--- config.mk ---
export PLATFORM = sky130hd
export DESIGN_NAME = token_pipeline_alu_store_core_unit
export DESIGN_NICKNAME = d
export VERILOG_FILES = /design/src/design/tpas_pkg.sv /design/src/design/tpas_front.sv /design/src/design/tpas_queue.sv /design/src/design/tpas_back.sv /design/src/design/token_pipeline_alu_store_core_unit.sv
export SDC_FILE = /design/constraint.sdc
export NUM_CORES = 2
export LEC_CHECK = 0
export ABC_CLOCK_PERIOD_IN_PS = 15300
export BUFFER_PORTS_ARGS = -buffer_cell sky130_fd_sc_hd__buf_2
export CORE_ASPECT_RATIO = 2
export CORE_UTILIZATION = 55
export DETAILED_ROUTE_END_ITERATION = 10
export PLACE_DENSITY = 0.72
export SYNTH_ARGS = -nofsm -noshare
export SYNTH_HDL_FRONTEND = slang
export SYNTH_SLANG_ARGS = --single-unit
--- constraint.sdc ---
create_clock -name clock -period 15.3 [get_ports clock]
set_input_delay 0.765 -clock clock [delete_from_list [all_inputs] [get_ports clock]]
set_output_delay 0.765 -clock clock [all_outputs]
set_load 0.005 [all_outputs]
--- src/design/tpas_pkg.sv ---
// Package for the token pipeline ALU and store core.
// Holds the channel payload types, the opcode and command codes and fixed sizes.
// No dependencies.
`timescale 1ns / 1ps
`default_nettype none
package tpas_pkg;

   localparam int DataWidth = 32;
   localparam int RegIndexWidth = 4;
   localparam int NumRegisters = 16;
   localparam int MemAddrWidth = 4;

   typedef enum logic [1:0] {
      CMD_IDLE    = 2'd0,
      CMD_INSTR   = 2'd1,
      CMD_PRELOAD = 2'd2,
      CMD_SPARE   = 2'd3
   } cmd_type;

   typedef enum logic [1:0] {
      OP_ADD = 2'd0,
      OP_SUB = 2'd1,
      OP_MUL = 2'd2,
      OP_ST  = 2'd3
   } op_type;

   typedef enum logic [1:0] {
      KIND_IDLE    = 2'd0,
      KIND_INSTR   = 2'd1,
      KIND_PRELOAD = 2'd2
   } kind_type;

   typedef struct packed {
      logic [1:0]         cmd;
      logic [1:0]         opcode;
      logic [3:0]         dest_reg;
      logic [3:0]         src1_reg;
      logic [3:0]         src2_reg;
      logic signed [15:0] store_offset;
      logic signed [31:0] preload_value;
   } req_type;

   typedef struct packed {
      logic               reg_write_valid;
      logic [3:0]         reg_write_index;
      logic signed [31:0] reg_write_value;
      logic               store_valid;
      logic [3:0]         store_address;
      logic signed [31:0] store_value;
      logic               address_fault;
      logic               queue_overflow;
      logic               pipeline_empty;
   } rsp_type;

   // Classified tick passed from the front to the back
   typedef struct packed {
      kind_type                 kind;
      op_type                   op;
      logic [RegIndexWidth-1:0] dest;
      logic [RegIndexWidth-1:0] src1;
      logic [RegIndexWidth-1:0] src2;
      logic [DataWidth-1:0]     operand;
   } tick_type;

endpackage
`default_nettype wire

--- src/design/tpas_front.sv ---
// Front end: classifies each incoming item into a tick for the back end.
// Depends on tpas_pkg.
`timescale 1ns / 1ps
`default_nettype none
module tpas_front
   import tpas_pkg::*;
(
   input  var req_type  req_payload,
   output tick_type     tick
);

   // Decode the command and pick the literal operand
   always_comb begin
      tick = '0;
      tick.op   = op_type'(req_payload.opcode);
      tick.dest = req_payload.dest_reg;
      tick.src1 = req_payload.src1_reg;
      tick.src2 = req_payload.src2_reg;
      case (cmd_type'(req_payload.cmd))
         CMD_INSTR: begin
            tick.kind    = KIND_INSTR;
            tick.operand = DataWidth'(signed'(req_payload.store_offset));
         end
         CMD_PRELOAD: begin
            tick.kind    = KIND_PRELOAD;
            tick.operand = req_payload.preload_value;
         end
         default: begin
            tick.kind    = KIND_IDLE;
            tick.operand = '0;
         end
      endcase
   end

endmodule
`default_nettype wire

--- src/design/tpas_queue.sv ---
// Two-entry tick queue between front and back ends.
// Depends on tpas_pkg.
`timescale 1ns / 1ps
`default_nettype none
module tpas_queue
   import tpas_pkg::*;
(
   input  wire          clock,
   input  wire          reset,
   input  wire          in_valid,
   output logic         in_ready,
   input  var tick_type in_tick,
   output logic         out_valid,
   input  wire          out_ready,
   output tick_type     out_tick
);

   tick_type   entry_ff [2];
   logic       wr_ptr_ff, wr_ptr_in;
   logic       rd_ptr_ff, rd_ptr_in;
   logic [1:0] count_ff, count_in;
   logic       push, pop;

   assign in_ready  = (count_ff != 2'd2);
   assign out_valid = (count_ff != 2'd0);
   assign out_tick  = entry_ff[rd_ptr_ff];
   assign push      = in_valid && in_ready;
   assign pop       = out_valid && out_ready;

   // Advance pointers and occupancy
   always_comb begin
      wr_ptr_in = push ? ~wr_ptr_ff : wr_ptr_ff;
      rd_ptr_in = pop ? ~rd_ptr_ff : rd_ptr_ff;
      count_in  = count_ff + {1'b0, push} - {1'b0, pop};
   end

   always_ff @(posedge clock) begin
      if (reset) begin
         wr_ptr_ff <= 1'b0;
         rd_ptr_ff <= 1'b0;
         count_ff  <= 2'd0;
      end else begin
         wr_ptr_ff <= wr_ptr_in;
         rd_ptr_ff <= rd_ptr_in;
         count_ff  <= count_in;
      end
   end

   // Hold payload
   always_ff @(posedge clock) begin
      if (push) begin
         entry_ff[wr_ptr_ff] <= in_tick;
      end
   end

endmodule
`default_nettype wire

--- src/design/tpas_back.sv ---
// Back end: runs one pipeline tick per non-preload item, registers results.
// Depends on tpas_pkg.
`timescale 1ns / 1ps
`default_nettype none
module tpas_back
   import tpas_pkg::*;
#(
   parameter int RESULT_QUEUE_DEPTH = 4
)(
   input  wire          clock,
   input  wire          reset,
   input  wire          tick_valid,
   output logic         tick_ready,
   input  var tick_type tick,
   output logic         rsp_valid,
   input  wire          rsp_ready,
   output rsp_type      rsp_payload
);

   localparam int IW = (RESULT_QUEUE_DEPTH > 1) ? $clog2(RESULT_QUEUE_DEPTH) : 1;
   localparam int CW = $clog2(RESULT_QUEUE_DEPTH + 1);
   localparam logic [CW-1:0] QDepth = CW'(RESULT_QUEUE_DEPTH);

   typedef logic [DataWidth-1:0]     data_type;
   typedef logic [RegIndexWidth-1:0] ridx_type;

   // Architectural state
   data_type rf_ff [NumRegisters];

   logic     dec_valid_ff, dec_valid_in;
   op_type   dec_op_ff, dec_op_in;
   ridx_type dec_reg_ff, dec_reg_in;
   data_type dec_a_ff, dec_a_in, dec_b_ff, dec_b_in;

   logic     alu_valid_ff, alu_valid_in;
   op_type   alu_op_ff, alu_op_in;
   ridx_type alu_reg_ff, alu_reg_in;
   data_type alu_a_ff, alu_a_in, alu_b_ff, alu_b_in;

   logic     mul_valid_ff, mul_valid_in;
   ridx_type mul_reg_ff, mul_reg_in;
   data_type mul_a_ff, mul_a_in, mul_b_ff, mul_b_in;

   logic     sis_valid_ff, sis_valid_in;
   ridx_type sis_reg_ff, sis_reg_in;
   data_type sis_a_ff, sis_a_in, sis_b_ff, sis_b_in;

   logic     asl_valid_ff, asl_valid_in;
   ridx_type asl_reg_ff, asl_reg_in;
   data_type asl_a_ff, asl_a_in;

   ridx_type        q_reg_ff [RESULT_QUEUE_DEPTH];
   data_type        q_val_ff [RESULT_QUEUE_DEPTH];
   logic [IW-1:0]   head_ff, head_in;
   logic [CW-1:0]   count_ff, count_in;

   logic     rsp_valid_ff, rsp_valid_in;
   rsp_type  rsp_ff, rsp_in;

   // Tick control
   logic          fire, run, wb;
   ridx_type      wb_reg;
   data_type      wb_val;
   logic [CW-1:0] cnt0, cnt1;
   logic          push_m, push_a, drop_m, drop_a;
   logic [IW-1:0] pos_m, pos_a;
   data_type      mul_prod, alu_res;
   logic          rf_we;
   ridx_type      rf_wa;
   data_type      rf_wd;

   function automatic logic [IW-1:0] wrap_pos(input logic [IW-1:0] base,
                                              input logic [CW-1:0] off);
      logic [CW:0] sum;
      sum = (CW+1)'(base) + (CW+1)'(off);
      if (sum >= (CW+1)'(RESULT_QUEUE_DEPTH)) begin
         sum = sum - (CW+1)'(RESULT_QUEUE_DEPTH);
      end
      return IW'(sum);
   endfunction

   // Register read after this tick's write-back
   function automatic data_type rd_fwd(input ridx_type idx, input logic we,
                                       input ridx_type wa, input data_type wd,
                                       input data_type cur);
      return (we && wa == idx) ? wd : cur;
   endfunction

   assign tick_ready  = !rsp_valid_ff || rsp_ready;
   assign fire        = tick_valid && tick_ready;
   assign run         = fire && (tick.kind != KIND_PRELOAD);
   assign rsp_valid   = rsp_valid_ff;
   assign rsp_payload = rsp_ff;

   assign wb     = (count_ff != '0);
   assign wb_reg = q_reg_ff[head_ff];
   assign wb_val = q_val_ff[head_ff];

   assign mul_prod = mul_a_ff * mul_b_ff;
   assign alu_res  = (alu_op_ff == OP_SUB) ? alu_a_ff - alu_b_ff : alu_a_ff + alu_b_ff;

   // Work out one tick of the token pipeline
   always_comb begin
      dec_valid_in = dec_valid_ff;
      dec_op_in    = dec_op_ff;
      dec_reg_in   = dec_reg_ff;
      dec_a_in     = dec_a_ff;
      dec_b_in     = dec_b_ff;
      alu_valid_in = alu_valid_ff;
      alu_op_in    = alu_op_ff;
      alu_reg_in   = alu_reg_ff;
      alu_a_in     = alu_a_ff;
      alu_b_in     = alu_b_ff;
      mul_valid_in = mul_valid_ff;
      mul_reg_in   = mul_reg_ff;
      mul_a_in     = mul_a_ff;
      mul_b_in     = mul_b_ff;
      sis_valid_in = sis_valid_ff;
      sis_reg_in   = sis_reg_ff;
      sis_a_in     = sis_a_ff;
      sis_b_in     = sis_b_ff;
      asl_valid_in = asl_valid_ff;
      asl_reg_in   = asl_reg_ff;
      asl_a_in     = asl_a_ff;
      head_in      = head_ff;
      count_in     = count_ff;
      rsp_in       = '0;
      rf_we        = 1'b0;
      rf_wa        = tick.dest;
      rf_wd        = tick.operand;
      push_m       = 1'b0;
      push_a       = 1'b0;
      drop_m       = 1'b0;
      drop_a       = 1'b0;
      cnt0         = count_ff;
      cnt1         = count_ff;
      pos_m        = '0;
      pos_a        = '0;

      if (fire && tick.kind == KIND_PRELOAD) begin
         rf_we = 1'b1;
      end

      if (run) begin
         // write back the queue head
         if (wb) begin
            rf_we   = 1'b1;
            rf_wa   = wb_reg;
            rf_wd   = wb_val;
            head_in = (head_ff == IW'(RESULT_QUEUE_DEPTH - 1)) ? '0 : head_ff + 1'b1;
            rsp_in.reg_write_valid = 1'b1;
            rsp_in.reg_write_index = wb_reg;
            rsp_in.reg_write_value = wb_val;
         end
         cnt0 = count_ff - CW'(wb);

         // store
         if (asl_valid_ff) begin
            rsp_in.store_valid   = 1'b1;
            rsp_in.store_address = asl_a_ff[MemAddrWidth-1:0];
            rsp_in.store_value   = rd_fwd(asl_reg_ff, wb, wb_reg, wb_val,
                                          rf_ff[asl_reg_ff]);
            rsp_in.address_fault = (asl_a_ff[DataWidth-1:MemAddrWidth] != '0);
            asl_valid_in = 1'b0;
         end

         // address add
         if (sis_valid_ff) begin
            asl_valid_in = 1'b1;
            asl_reg_in   = sis_reg_ff;
            asl_a_in     = sis_a_ff + sis_b_ff;
            sis_valid_in = 1'b0;
         end

         // store issue
         if (dec_valid_ff && dec_op_ff == OP_ST) begin
            sis_valid_in = 1'b1;
            sis_reg_in   = dec_reg_ff;
            sis_a_in     = dec_a_ff;
            sis_b_in     = dec_b_ff;
            dec_valid_in = 1'b0;
         end

         // multiply stage two: push before add/subtract
         if (mul_valid_ff) begin
            if (cnt0 < QDepth) begin
               push_m = 1'b1;
               pos_m  = wrap_pos(head_in, cnt0);
            end else begin
               drop_m = 1'b1;
            end
            mul_valid_in = 1'b0;
         end
         cnt1 = cnt0 + CW'(push_m);

         // multiply stage one
         if (alu_valid_ff && alu_op_ff == OP_MUL) begin
            mul_valid_in = 1'b1;
            mul_reg_in   = alu_reg_ff;
            mul_a_in     = alu_a_ff;
            mul_b_in     = alu_b_ff;
            alu_valid_in = 1'b0;
         end

         // add / subtract
         if (alu_valid_ff && (alu_op_ff == OP_ADD || alu_op_ff == OP_SUB)) begin
            if (cnt1 < QDepth) begin
               push_a = 1'b1;
               pos_a  = wrap_pos(head_in, cnt1);
            end else begin
               drop_a = 1'b1;
            end
            alu_valid_in = 1'b0;
         end
         count_in = cnt1 + CW'(push_a);

         // ALU issue
         if (dec_valid_ff && dec_op_ff != OP_ST) begin
            alu_valid_in = 1'b1;
            alu_op_in    = dec_op_ff;
            alu_reg_in   = dec_reg_ff;
            alu_a_in     = dec_a_ff;
            alu_b_in     = dec_b_ff;
            dec_valid_in = 1'b0;
         end

         // decode the new instruction
         if (tick.kind == KIND_INSTR) begin
            dec_valid_in = 1'b1;
            dec_op_in    = tick.op;
            dec_reg_in   = tick.dest;
            dec_a_in     = rd_fwd(tick.src1, wb, wb_reg, wb_val, rf_ff[tick.src1]);
            dec_b_in     = (tick.op == OP_ST) ? tick.operand :
                           rd_fwd(tick.src2, wb, wb_reg, wb_val, rf_ff[tick.src2]);
         end

         rsp_in.queue_overflow = drop_m || drop_a;
         rsp_in.pipeline_empty = !dec_valid_in && !alu_valid_in && !mul_valid_in &&
                                 !sis_valid_in && !asl_valid_in && (count_in == '0);
      end else begin
         rsp_in.pipeline_empty = !dec_valid_ff && !alu_valid_ff && !mul_valid_ff &&
                                 !sis_valid_ff && !asl_valid_ff && (count_ff == '0);
      end
   end

   // Output register: load on a tick, clear when taken
   always_comb begin
      rsp_valid_in = rsp_valid_ff;
      if (fire) begin
         rsp_valid_in = 1'b1;
      end else if (rsp_ready) begin
         rsp_valid_in = 1'b0;
      end
   end

   // Control state
   always_ff @(posedge clock) begin
      if (reset) begin
         dec_valid_ff <= 1'b0;
         alu_valid_ff <= 1'b0;
         mul_valid_ff <= 1'b0;
         sis_valid_ff <= 1'b0;
         asl_valid_ff <= 1'b0;
         head_ff      <= '0;
         count_ff     <= '0;
         rsp_valid_ff <= 1'b0;
      end else begin
         dec_valid_ff <= dec_valid_in;
         alu_valid_ff <= alu_valid_in;
         mul_valid_ff <= mul_valid_in;
         sis_valid_ff <= sis_valid_in;
         asl_valid_ff <= asl_valid_in;
         head_ff      <= head_in;
         count_ff     <= count_in;
         rsp_valid_ff <= rsp_valid_in;
      end
   end

   // Slot payloads
   always_ff @(posedge clock) begin
      dec_op_ff  <= dec_op_in;
      dec_reg_ff <= dec_reg_in;
      dec_a_ff   <= dec_a_in;
      dec_b_ff   <= dec_b_in;
      alu_op_ff  <= alu_op_in;
      alu_reg_ff <= alu_reg_in;
      alu_a_ff   <= alu_a_in;
      alu_b_ff   <= alu_b_in;
      mul_reg_ff <= mul_reg_in;
      mul_a_ff   <= mul_a_in;
      mul_b_ff   <= mul_b_in;
      sis_reg_ff <= sis_reg_in;
      sis_a_ff   <= sis_a_in;
      sis_b_ff   <= sis_b_in;
      asl_reg_ff <= asl_reg_in;
      asl_a_ff   <= asl_a_in;
      if (fire) begin
         rsp_ff <= rsp_in;
      end
   end

   // Result queue entries
   always_ff @(posedge clock) begin
      if (push_m) begin
         q_reg_ff[pos_m] <= mul_reg_ff;
         q_val_ff[pos_m] <= mul_prod;
      end
      if (push_a) begin
         q_reg_ff[pos_a] <= alu_reg_ff;
         q_val_ff[pos_a] <= alu_res;
      end
   end

   // Register file: cleared by reset
   always_ff @(posedge clock) begin
      if (reset) begin
         for (int i = 0; i < NumRegisters; i++) begin
            rf_ff[i] <= '0;
         end
      end else if (rf_we) begin
         rf_ff[rf_wa] <= rf_wd;
      end
   end

   a_count_bound: assert property (@(posedge clock) disable iff (reset)
      count_ff <= QDepth)
      else $error("result queue count beyond depth");

   a_overflow_full: assert property (@(posedge clock) disable iff (reset)
      run && (drop_m || drop_a) |-> count_in == QDepth)
      else $error("result dropped while queue had room");

   a_decode_fill: assert property (@(posedge clock) disable iff (reset)
      run && tick.kind == KIND_INSTR |=> dec_valid_ff)
      else $error("decode slot not filled by instruction");

   a_store_fires: assert property (@(posedge clock) disable iff (reset)
      run && asl_valid_ff |=> rsp_ff.store_valid)
      else $error("pending store not reported");

endmodule
`default_nettype wire

--- src/design/token_pipeline_alu_store_core_unit.sv ---
// Token pipeline ALU and store core: one pipeline tick per accepted non-preload item.
// Path: item accepted, tick queue, then output register before the result is shown.
// Throughput: one item, one back end tick per cycle, unless a result waits untaken.
// Reset: synchronous, clears registers, pipeline slots, result queue count, queues.
// Depends on tpas_pkg, tpas_front, tpas_queue, tpas_back.
`timescale 1ns / 1ps
`default_nettype none
module token_pipeline_alu_store_core_unit
   import tpas_pkg::*;
#(
   parameter int RESULT_QUEUE_DEPTH = 4
)(
   input  wire         clock,
   input  wire         reset,
   input  wire         req_valid,
   output logic        req_ready,
   input  var req_type req_payload,
   output logic        rsp_valid,
   input  wire         rsp_ready,
   output rsp_type     rsp_payload
);

   tick_type front_tick, back_tick;
   logic     back_valid, back_ready;

   tpas_front u_front (
      .req_payload (req_payload),
      .tick        (front_tick)
   );

   tpas_queue u_queue (
      .clock     (clock),
      .reset     (reset),
      .in_valid  (req_valid),
      .in_ready  (req_ready),
      .in_tick   (front_tick),
      .out_valid (back_valid),
      .out_ready (back_ready),
      .out_tick  (back_tick)
   );

   tpas_back #(
      .RESULT_QUEUE_DEPTH (RESULT_QUEUE_DEPTH)
   ) u_back (
      .clock       (clock),
      .reset       (reset),
      .tick_valid  (back_valid),
      .tick_ready  (back_ready),
      .tick        (back_tick),
      .rsp_valid   (rsp_valid),
      .rsp_ready   (rsp_ready),
      .rsp_payload (rsp_payload)
   );

endmodule
`default_nettype wire

==> metrics.txt <==
# TYPE chip_impl_metric gauge
chip_impl_metric{name="synthesis.yosys.warnings",unit=""} 0
chip_impl_metric{name="clock_skew",unit="ns"} 0.04367
chip_impl_metric{name="core_region_area",unit="um2"} 134100
chip_impl_metric{name="routed_wire_length",unit="um"} 254600
chip_impl_info{name="capture_point_of_the_worst_reg_to_reg_path",value="u_back.q_val_ff[2][29]"} 1
chip_impl_metric{name="initial_core_util",unit="%"} 55.58
chip_impl_metric{name="wl_per_cell",unit="um"} 33.06
chip_impl_metric{name="ctsResizeCount",unit=""} 0
chip_impl_info{name="unrepaired_setup_endpoints_after_global_routing",value="no"} 1
chip_impl_metric{name="die_width",unit="um"} 262.3
chip_impl_metric{name="drtAntennaViolNets",unit=""} 0
chip_impl_info{name="cts_tree",value="built"} 1
chip_impl_metric{name="achievable_clock_frequency",unit="MHz"} 120.5
chip_impl_metric{name="grt_start_max_net_pins",unit=""} 106
chip_impl_metric{name="internal_power",unit="mW"} 6.807
chip_impl_metric{name="wl_met2",unit="um"} 128500
chip_impl_metric{name="post_route_met1_wirelength",unit="um"} 71300
chip_impl_metric{name="asyncSetResetFlopFracSynth",unit="%"} 0
chip_impl_info{name="cp-start-kind",value="flip-flop"} 1
chip_impl_metric{name="period_needed",unit="ns"} 8.296
chip_impl_metric{name="io_pins",unit=""} 147
chip_impl_metric{name="final-setup-viol-count",unit=""} 0
chip_impl_metric{name="drtIter0Drc",unit=""} 6016
chip_impl_metric{name="setup.reg_to_reg.worst_slack",unit="ns"} 7.00
chip_impl_metric{name="number_of_antenna_violations_at_the_first_check_in_global_routing",unit=""} 10
chip_impl_metric{name="drtPass1Iterations",unit=""} 6
chip_impl_metric{name="clkSinkCount",unit=""} 1163
chip_impl_metric{name="tritoncts.num_buffers",unit=""} 94
chip_impl_metric{name="pwr-share-clk",unit="%"} 23.3
chip_impl_metric{name="synth.yosys.seq_area_share",unit="%"} 46.57
chip_impl_metric{name="hold_violations",unit=""} 0
chip_impl_metric{name="required_time_at_the_endpoint_of_the_critical_path",unit="ns"} 15.81
chip_impl_metric{name="max_cap_violations",unit=""} 0
chip_impl_metric{name="synth-seq-cells",unit=""} 1163
chip_impl_metric{name="setup-tns-final",unit="ns"} 0
chip_impl_metric{name="netlist-cell-type-count",unit=""} 79
chip_impl_info{name="netlist.top_cell.by_area",value="sky130_fd_sc_hd__edfxtp_1"} 1
chip_impl_metric{name="hold_buffers",unit=""} 0
chip_impl_metric{name="fin_ws",unit="ns"} 7.004
chip_impl_metric{name="worst-slew-pin-transition",unit="ns"} 1.381
chip_impl_metric{name="timing_max_transition_violations_final",unit=""} 0
chip_impl_info{name="critical_path.startpoint",value="u_back.mul_b_ff[5]"} 1
chip_impl_metric{name="reg2regPathDepth",unit=""} 24
chip_impl_metric{name="timing.critical_path.fanout_max",unit=""} 27
chip_impl_info{name="worstSetupEndpoint",value="u_back.q_val_ff[2][29]"} 1
chip_impl_metric{name="peakVddDrop",unit="mV"} 0.2149
chip_impl_metric{name="synth_fp_nets",unit=""} 6613
chip_impl_metric{name="clk_pin_slew_worst_paths",unit="ns"} 0.08
chip_impl_metric{name="nNetsFinal",unit=""} 6569
chip_impl_metric{name="postSynthCellCount",unit=""} 5934
chip_impl_info{name="predominant_post_synthesis_flop_cell",value="sky130_fd_sc_hd__edfxtp_1"} 1
chip_impl_metric{name="max-clock-path-buffers",unit=""} 3
chip_impl_info{name="maxUsedRoutingLayer",value="met5"} 1
chip_impl_metric{name="post_synth_edffs",unit=""} 1141
chip_impl_metric{name="global_route.usage.total",unit="%"} 37.45
chip_impl_info{name="status",value="completed"} 1
chip_impl_metric{name="flop_pwr_share",unit="%"} 38.0
chip_impl_metric{name="timing.hold.worst_path_depth",unit=""} 1
chip_impl_metric{name="comb_power_share",unit="%"} 38.7
chip_impl_info{name="final_cell_mix",value="sky130_fd_sc_hd__edfxtp_1, sky130_fd_sc_hd__nand2_1, sky130_fd_sc_hd__nor2_1, sky130_fd_sc_hd__mux4_2, sky130_fd_sc_hd__inv_1"} 1
chip_impl_metric{name="n_fill_cell",unit=""} 10590
chip_impl_metric{name="p_switching",unit="mW"} 4.162
chip_impl_info{name="mostFrequentLayoutCell",value="sky130_fd_sc_hd__edfxtp_1"} 1
chip_impl_metric{name="post_cts_buffers",unit=""} 0
chip_impl_metric{name="number_of_global_route_vias_before_repair",unit=""} 53270
chip_impl_metric{name="power.share.switching",unit="%"} 37.94
chip_impl_info{name="setup.worst_path.class",value="flip-flop to flip-flop"} 1
chip_impl_metric{name="vias_per_cell",unit=""} 6.672
chip_impl_metric{name="dp_slack",unit="ns"} 7.086
chip_impl_metric{name="p_per_area",unit="nW/um2"} 136.7
chip_impl_metric{name="detailed_placement_wirelength_estimate",unit="um"} 173000
chip_impl_metric{name="numPortBuffers",unit=""} 146
chip_impl_metric{name="global_route_wire_length_before_repair",unit="um"} 360700
chip_impl_metric{name="dr_wl_met3",unit="um"} 23990
chip_impl_metric{name="post_route_cells_drive_above_1_share",unit="%"} 17.41
chip_impl_metric{name="route.vias.total",unit=""} 51380
chip_impl_metric{name="die_area",unit="um2"} 137000
chip_impl_metric{name="core.rowCount",unit=""} 190
chip_impl_metric{name="areaGrowthSynthToFinish",unit="%"} 7.675
chip_impl_metric{name="slew_headroom",unit="%"} 7.960
chip_impl_info{name="r2r_start",value="u_back.mul_b_ff[5]"} 1
chip_impl_metric{name="synth.top_cell.area_share",unit="%"} 45.98
chip_impl_metric{name="drc_errors",unit=""} 0
chip_impl_metric{name="p_leak",unit="nW"} 30.35
chip_impl_metric{name="overflow",unit=""} 0
chip_impl_metric{name="clock_latency",unit="ns"} 0.76
chip_impl_metric{name="final.period_utilization",unit="%"} 54.22
chip_impl_metric{name="total_number_of_h_tree_levels",unit=""} 3
chip_impl_metric{name="average_size_of_a_mapped_cell",unit="um2"} 12.56
chip_impl_info{name="cts_root_buf",value="sky130_fd_sc_hd__clkbuf_16"} 1
chip_impl_metric{name="globalplace.congestion",unit=""} 0.9800
chip_impl_info{name="worstHoldPathType",value="input pin to flip-flop"} 1
chip_impl_metric{name="die_h",unit="um"} 522.5
chip_impl_info{name="critPathCaptureType",value="flip-flop"} 1
chip_impl_metric{name="synthesized_cell_area",unit="um2"} 74520
chip_impl_metric{name="arrival",unit="ns"} 8.80
chip_impl_info{name="netlist_top_cells_area",value="sky130_fd_sc_hd__edfxtp_1, sky130_fd_sc_hd__mux4_2, sky130_fd_sc_hd__fa_1, sky130_fd_sc_hd__nand2_1, sky130_fd_sc_hd__ha_1"} 1
==> state kept, by name (all words and copies together), names as in the netlist, 3 cells and up, named ones only <==
signal,cells
u_queue.entry_ff,96
u_back.mul_reg_ff,4
u_back.sis_a_ff,32
u_back.count_ff,3
u_back.q_val_ff,128
u_back.mul_b_ff,32
u_back.alu_reg_ff,4
u_back.alu_b_ff,32
u_back.rf_ff,512
u_back.dec_a_ff,32
u_back.sis_b_ff,32
u_back.sis_reg_ff,4
u_back.q_reg_ff,16
u_back.alu_a_ff,32
u_back.dec_b_ff,32
u_back.asl_a_ff,32
u_back.dec_reg_ff,4
u_back.rsp_payload,77
u_back.mul_a_ff,32
u_back.asl_reg_ff,4
==> synthesized netlist by cell type (61+ instances only) <==
master and number:
sky130_fd_sc_hd__inv_1 413, sky130_fd_sc_hd__and2_1 377, sky130_fd_sc_hd__a211oi_1 70, sky130_fd_sc_hd__ha_1 201, sky130_fd_sc_hd__xnor2_1 150, sky130_fd_sc_hd__a31oi_1 71
sky130_fd_sc_hd__nand2_1 740, sky130_fd_sc_hd__nor2_1 647, sky130_fd_sc_hd__o21ai_0 103, sky130_fd_sc_hd__mux2i_1 61, sky130_fd_sc_hd__buf_2 76, sky130_fd_sc_hd__edfxtp_1 1141
sky130_fd_sc_hd__a21oi_1 198, sky130_fd_sc_hd__clkbuf_1 277, sky130_fd_sc_hd__fa_1 410, sky130_fd_sc_hd__mux2_2 84, sky130_fd_sc_hd__mux4_2 452
==> how the worst min path moves through the flow <==
stage,start,to
global placement,u_back.sis_reg_ff[1],u_back.asl_reg_ff[1]
floorplan,u_back.dec_a_ff[0],u_back.alu_a_ff[0]
detailed placement,u_back.sis_reg_ff[1],u_back.asl_reg_ff[1]
CTS,req_payload[59],u_queue.entry_ff[0][43]
finish,req_payload[59],u_queue.entry_ff[0][43]
global route,req_payload[59],u_queue.entry_ff[0][43]
==> kinds of logic after synthesis <==
logic type	after synthesis	share of synthesized area (%)
multiplexers	598	15.77
buffers and inverters	807	4.205
XOR/XNOR	201	2.373
AND/OR/NAND/NOR	1958	11.79
AO/OA/AOI/OAI	596	4.901
flip-flops	1163	46.57
adder cells (fa/ha/maj)	611	14.39
==> area by class of cell <==
type / count / area [um2] / share of cell area, %
multi-input combinational: 3964 / 37080 / 46.21
sequential: 1163 / 34720 / 43.28
clock buffer: 104 / 2390 / 2.979
tap: 1728 / 2162 / 2.695
timing repair buffer: 254 / 1567 / 1.952
inverter: 413 / 1553 / 1.935
clock inverter: 69 / 750.7 / 0.9357
antenna: 5 / 12.51 / 0.01559
==> per-stage QoR <==
| stage | hold WS [ns] | power [mW] | instances | cell area, um2 | util (%) |
|---|---|---|---|---|---|
| CTS | 0.1751 | 10.86 | 7695 | 80220 | 59.83 |
| detailed placement | 0.4399 | 8.349 | 7522 | 77080 | 57.49 |
| global route | 0.1954 | 11.27 | 7697 | 80230 | 59.84 |
| finish | 0.1994 | 10.97 | 7700 | 80230 | 59.84 |
| global placement | 0.4278 | 8.259 | 7522 | 77080 | 57.49 |
| floorplan | 0.4215 | 6.828 | 5934 | 74520 | - |
==> power groups by stage <==
stage               combinational, mW  sequential (mW)  clock (mW)
floorplan                        2.68             4.14           0
global placement                 4.05             4.21           0
detailed placement               4.12             4.23           0
CTS                              4.14             4.16        2.56
global route                     4.42             4.19        2.66
finish                           4.24             4.17        2.56
==> layer usage <==
layer,track usage (%),vias to the layer above
met5,0,-
li1,-,20930
met4,37.62,6
met1,36.83,25670
met3,7.243,1166
met2,64.94,3606
==> critical path, stage by stage (launching register included) <==
cell	delay, ns
sky130_fd_sc_hd__edfxtp_1	1.04
sky130_fd_sc_hd__and2_1	0.27
sky130_fd_sc_hd__fa_1	0.42
sky130_fd_sc_hd__fa_1	0.51
sky130_fd_sc_hd__fa_1	0.56
sky130_fd_sc_hd__inv_1	0.06
sky130_fd_sc_hd__fa_1	0.48
sky130_fd_sc_hd__inv_1	0.05
sky130_fd_sc_hd__fa_1	0.59
sky130_fd_sc_hd__inv_1	0.09
sky130_fd_sc_hd__fa_1	0.55
sky130_fd_sc_hd__inv_1	0.05
sky130_fd_sc_hd__fa_1	0.50
sky130_fd_sc_hd__fa_1	0.43
sky130_fd_sc_hd__ha_1	0.40
sky130_fd_sc_hd__nand4_1	0.15
sky130_fd_sc_hd__nor2_1	0.20
sky130_fd_sc_hd__nand3_1	0.10
sky130_fd_sc_hd__a211oi_1	0.29
sky130_fd_sc_hd__o31a_1	0.27
sky130_fd_sc_hd__a41o_1	0.24
sky130_fd_sc_hd__a41oi_1	0.15
sky130_fd_sc_hd__and2b_1	0.20
sky130_fd_sc_hd__xnor2_1	0.16
sky130_fd_sc_hd__mux2_2	0.29
(Power assumes the default switching activity.)
